--- src/rtl/core/btpe_pkg.sv ---
// ----------------------------------------------------------------------------
// btpe_pkg
// shared types and constants of the tensor bernstein evaluator
// ----------------------------------------------------------------------------
package btpe_pkg;

  localparam int NUM_DIMS = 4;
  localparam int REG_IDX_W = 3;
  localparam logic [16:0] ONE_Q16 = 17'd65536;

  localparam logic [REG_IDX_W-1:0] REG_LOWER_0 = 3'd0;
  localparam logic [REG_IDX_W-1:0] REG_UPPER_0 = 3'd1;
  localparam logic [REG_IDX_W-1:0] REG_LOWER_1 = 3'd2;
  localparam logic [REG_IDX_W-1:0] REG_UPPER_1 = 3'd3;
  localparam logic [REG_IDX_W-1:0] REG_LOWER_2 = 3'd4;
  localparam logic [REG_IDX_W-1:0] REG_UPPER_2 = 3'd5;
  localparam logic [REG_IDX_W-1:0] REG_LOWER_3 = 3'd6;
  localparam logic [REG_IDX_W-1:0] REG_UPPER_3 = 3'd7;

  localparam logic CMD_LOAD = 1'b0;
  localparam logic CMD_EVAL = 1'b1;

  // fixed-point unit-interval value, 65536 is one
  typedef logic [16:0] uq16_t;

  typedef struct packed {
    logic start;
    logic [31:0] num;
    logic [31:0] span;
  } div_req_t;

  typedef struct packed {
    logic done;
    uq16_t quot;
  } div_rsp_t;

  // binomial coefficient c(n,m), n up to 7
  function automatic logic [6:0] binom(input logic [2:0] n, input logic [2:0] m);
    logic [13:0] c;
    c = 14'd1;
    for (int k = 0; k < 7; k++) begin
      if (k < int'(m)) begin
        c = 14'((c * 14'(int'(n) - k)) / 14'(k + 1));
      end
    end
    return c[6:0];
  endfunction

endpackage

--- src/rtl/core/btpe_lane.sv ---
// ----------------------------------------------------------------------------
// btpe_lane
// one input lane: scaling to u with a restoring divider, then the basis
// values b_0..b_order computed by one shared multiplier over cycles
// ----------------------------------------------------------------------------
module btpe_lane #(
  parameter int ORDER = 3
) (
  input  logic               clk,
  input  logic               rst,
  input  logic               start,
  input  logic signed [31:0] sample,
  input  logic signed [31:0] lower,
  input  logic signed [31:0] upper,
  output logic               done,
  output btpe_pkg::uq16_t    basis [ORDER+1]
);
  localparam int MW = $clog2(ORDER + 1);
  typedef enum logic [3:0] {
    S_IDLE = 4'b0001, S_DIV = 4'b0010, S_BAS = 4'b0100, S_DONE = 4'b1000
  } state_t;
  state_t state;
  logic signed [32:0] span, num;
  logic [32:0] dspan;
  logic [48:0] q;
  logic [33:0] rem;
  logic [5:0] cnt;
  btpe_pkg::uq16_t u, t, fac;
  logic [MW-1:0] m;
  logic [3:0] k;
  logic [33:0] prod;
  logic [23:0] scaled;
  logic [33:0] tr;
  logic [6:0] bin_tab [ORDER+1];

  for (genvar g = 0; g <= ORDER; g++) begin : g_bin
    assign bin_tab[g] = btpe_pkg::binom(3'(ORDER), 3'(g));
  end

  assign span = 33'(upper) - 33'(lower);
  assign num = 33'(sample) - 33'(lower);
  assign tr = {rem[32:0], q[48]} - {1'b0, dspan};
  assign fac = (32'(k) < 32'(m)) ? u : (btpe_pkg::ONE_Q16 - u);
  assign prod = 34'(t) * 34'(fac) + 34'd32768;
  assign scaled = 24'(t) * 24'(bin_tab[m]);

  // scaling by clamp or by shift-subtract division (one quotient bit per cycle, 49 steps), then the basis steps
  always_ff @(posedge clk) begin
    if (rst) begin
      state <= S_IDLE;
    end else begin
      unique case (state)
        S_IDLE: if (start) begin
          m <= '0; k <= '0; t <= btpe_pkg::ONE_Q16;
          dspan <= span; rem <= '0; q <= {num[32:0], 16'd0}; cnt <= 6'd49;
          if ($signed(43'(span) * 43'sd1000) < 43'sd65536) begin
            u <= btpe_pkg::ONE_Q16; state <= S_BAS;
          end else if (num <= 0) begin
            u <= '0; state <= S_BAS;
          end else if (num >= span) begin
            u <= btpe_pkg::ONE_Q16; state <= S_BAS;
          end else begin
            state <= S_DIV;
          end
        end
        S_DIV: begin
          if (!tr[33]) begin
            rem <= tr; q <= {q[47:0], 1'b1};
          end else begin
            rem <= {rem[32:0], q[48]}; q <= {q[47:0], 1'b0};
          end
          cnt <= cnt - 6'd1;
          if (cnt == 6'd1) state <= S_BAS;
        end
        S_BAS: begin
          if (k == 4'(ORDER)) begin
            basis[m] <= (scaled > 24'(btpe_pkg::ONE_Q16)) ? btpe_pkg::ONE_Q16 : scaled[16:0];
            k <= '0; t <= btpe_pkg::ONE_Q16;
            if (m == MW'(ORDER)) state <= S_DONE;
            m <= m + MW'(1);
          end else begin
            t <= prod[32:16]; k <= k + 4'd1;
          end
        end
        S_DONE: state <= S_IDLE;
        default: state <= S_IDLE;
      endcase
      if (state == S_DIV && cnt == 6'd1) begin
        u <= (!tr[33]) ? {q[15:0], 1'b1} : {q[15:0], 1'b0};
      end
    end
  end
  assign done = (state == S_DONE);
endmodule

--- config.mk ---
export PLATFORM = sky130hd
export DESIGN_NAME = btpe_lane
export DESIGN_NICKNAME = d
export VERILOG_FILES = /design/src/rtl/core/btpe_pkg.sv /design/src/rtl/core/btpe_lane.sv
export SDC_FILE = /design/constraint.sdc
export NUM_CORES = 2
export LEC_CHECK = 0
export BUFFER_PORTS_ARGS = -buffer_cell sky130_fd_sc_hd__buf_2
export CORE_MARGIN = 8
export CORE_UTILIZATION = 55
export CTS_BUF_LIST = sky130_fd_sc_hd__clkbuf_16
export CTS_CLUSTER_SIZE = 16
export DETAILED_ROUTE_END_ITERATION = 10
export HOLD_SLACK_MARGIN = 0.15
export PLACE_DENSITY = 0.82
export SYNTH_ARGS = -nofsm -noshare
export SYNTH_HDL_FRONTEND = slang
export SYNTH_SLANG_ARGS = --single-unit
--- constraint.sdc ---
create_clock -name clk -period 22.8 [get_ports clk]
set_input_delay 1.14 -clock clk [delete_from_list [all_inputs] [get_ports clk]]
set_output_delay 1.14 -clock clk [all_outputs]
set_load 0.02 [all_outputs]
==> results.cfg <==
[run_status]
status = finished, final reports clean

[critical_path]
end_kind = flop
path_buf_inv = 7
slowest_delay_ns = 0.56
crit_top_cell = inv_1
cp-start-kind = input port
path_delay_family = compound AO/OA/AOI/OAI gates
crit_slowest_cell = o21a_1
worstPathRequired_ns = 23.01
critPathMaxFanout = 17
critPathArrivalTime_ns = 10.44
worstSetupPathType = input port to flop

[final_layout]
nNetsFinal = 4408
area_growth_pct = 8.58
drive_above_1_share = 0.0804
utilization = 0.601

[floorplanning]
pin_count = 168
die_area_sq_mm = 0.0657
initial_utilization = 0.553
fp.dieW_um = 256
rows = 88
coreArea_sq_mm = 0.0574
chipHeight_um = 256

[yosys]
syn_area_sq_mm = 0.0317
yosysSeqAreaShare = 0.219
synth_fp_nets = 4268
avgSynthCellArea_sq_um = 9.19
yosysTopAreaCell = edfxtp_1
ys_dominant_reg_cell = edfxtp_1
ys_warn_count = 0
synth_area_leaders = edfxtp_1 (22%), fa_1 (21%), ha_1 (15%), inv_1 (7.8%), nand2_1 (3.9%)
synth_top_area_share = 0.217
yosysMostFrequentCell = inv_1
synthTopCellsByCount = inv_1 (656), ha_1 (374), fa_1 (340)
synth_cells = 3455
synth.distinct_cells = 87
synth_edf_count = 229
synthArstFlopShare = 0
ys_ff_latch = 233

[drt]
dr.pass1.iters = 8
vias = 25000
antenna_left = 0
vias_per_cell = 5.70
highest_layer = met5
finalWirelength_mm = 81.8
routed-wl-met3_mm = 6.49
routed-wl-met2_mm = 39.1
drt_iter0_drc = 2067
drc = 0
wl_met1_mm = 32.9
routedWlPerCell_um = 18.6

[global_routing]
grt_max_degree = 69
grt_pass1_wl_mm = 133
grt_pass1_vias = 25600
gr-total-overflow = 0
grt_usage = 0.245
antenna_found_initial = 3

[clock_tree]
post_cts_buffers = 0
holdBufCountCts = 0
cts_tree = built
cts_root_buf = clkbuf_16
htree_levels = 1
clk_transition_reported_paths_ns = 0.06
cts_buffers = 29
clock_path_buffers = 3
cts_resized = 0
cts.sinks = 233
clock_latency_ns = 0.58

[timing]
rsz0062_at_grt = no
hold_viol_final = 0
finalSetupTns_ns = 0
finalCritPeriodShare = 0.449
period_needed_ns = 10.23
max_freq_ghz = 0.0978
setup-violations-final = 0
skew_ns = 0.0106
final_max_slew_viol_count = 0
relSlewSlack = 0.180
tightestPinTransition_ns = 1.23

[place]
gp_congestion = 0.981
io_buffer_count = 167
hpwl_mm = 65.2

[hold_path]
hold_path.class = flop to flop

[job]
drv_cap = 0
## placed cells by master (no fill, tap or decap), drive strengths merged, types with 11 or more instances in the layout
cell / synthesis / final
buf: 13 / 194
or3: 12 / 12
o211ai: 19 / 19
clkbuf: 72 / 29
nand2b: 57 / 57
xnor2: 90 / 90
nand4: 25 / 25
nand3: 54 / 54
nor3: 54 / 54
fa: 340 / 340
or2: 14 / 14
nor2: 182 / 182
a2111oi: 12 / 12
xor2: 65 / 65
nor3b: 13 / 13
a21o: 61 / 61
ha: 374 / 374
o21ai: 102 / 102
o21bai: 17 / 17
mux2i: 30 / 30
nor2b: 103 / 103
and3: 19 / 19
nor4: 18 / 18
and2: 103 / 103
inv: 656 / 665
o21a: 33 / 33
a21oi: 162 / 162
edfxtp: 229 / 229
a211oi: 24 / 24
nand2: 334 / 334
o31ai: 11 / 11
a31oi: 18 / 18
## worst reg2reg max path: cells and delay by family (launching register included)
family                     cells  cell delay (ns)
AOI/OAI and AO/OA              9             2.03
xor gates and xnor gates       2             1.10
adders and majority gates      8             3.75
buffers and inverters          5             0.68
DFF                            1             0.47
and+or+nand+nor                5             0.82
## kinds of logic (layout without fill, tap and decap cells)
group	count (synthesis)	in the layout	share of synthesized area
flip-flops	233	233	0.219
buffers and inverters	742	905	0.0882
other	0	2	0
AO/OA/AOI/OAI	544	544	0.114
multiplexers	34	34	0.0109
XOR/XNOR	155	155	0.0435
adder cells (fa/ha/maj)	719	719	0.363
AND/OR/NAND/NOR	1028	1028	0.161
## path summary, 6_finish.rpt
path	start	end	slack (ns)	cells past startpoint
setup / recovery	upper[0]	u[1]$_SDFFCE_PN0P_	12.57	35
hold / removal	q[24]$_DFFE_PP_	q[25]$_DFFE_PP_	0.51	2
setup reg to reg	m[1]$_SDFFCE_PN0P_	t[16]$_SDFFCE_PP1P_	13.64	29
hold reg to reg	q[24]$_DFFE_PP_	q[25]$_DFFE_PP_	0.51	2
## flip-flops by register name, summed over array words and instances (netlist names)
name / count
u: 17
state: 4
rem: 33
q: 49
basis: 68
k: 4
m: 2
dspan: 33
cnt: 6
t: 17
## routing by layer
metal,vias up,global-route usage
met1,12100,0.305
met4,2,0.0875
met3,195,0.0487
li1,11700,-
met2,1031,0.422
met5,-,0
## cell type report
type,count,area [sq um]
clock inverters,25,219
multi-input cells,2480,22100
diodes,2,5.00
clock buffers,29,726
inverters,657,2470
fillers,4745,22900
well taps,765,957
flip-flops and latches,233,6960
repair buffers,194,1040
## per-stage QoR
step	hold slack, ns	cells	setup slack [ns]	area (sq um)
after CTS	0.515	4383	12.65	34500
after global placement	0.492	4329	12.25	33500
after floorplan	0.484	3455	13.60	31700
after detailed placement	0.502	4329	12.05	33500
final	0.512	4385	12.57	34500
after global routing	0.541	4384	11.80	34500
Power is left out: the tool's default activity adds up to more than one toggle a clock period on the data nets, which glitch-free logic cannot reach.
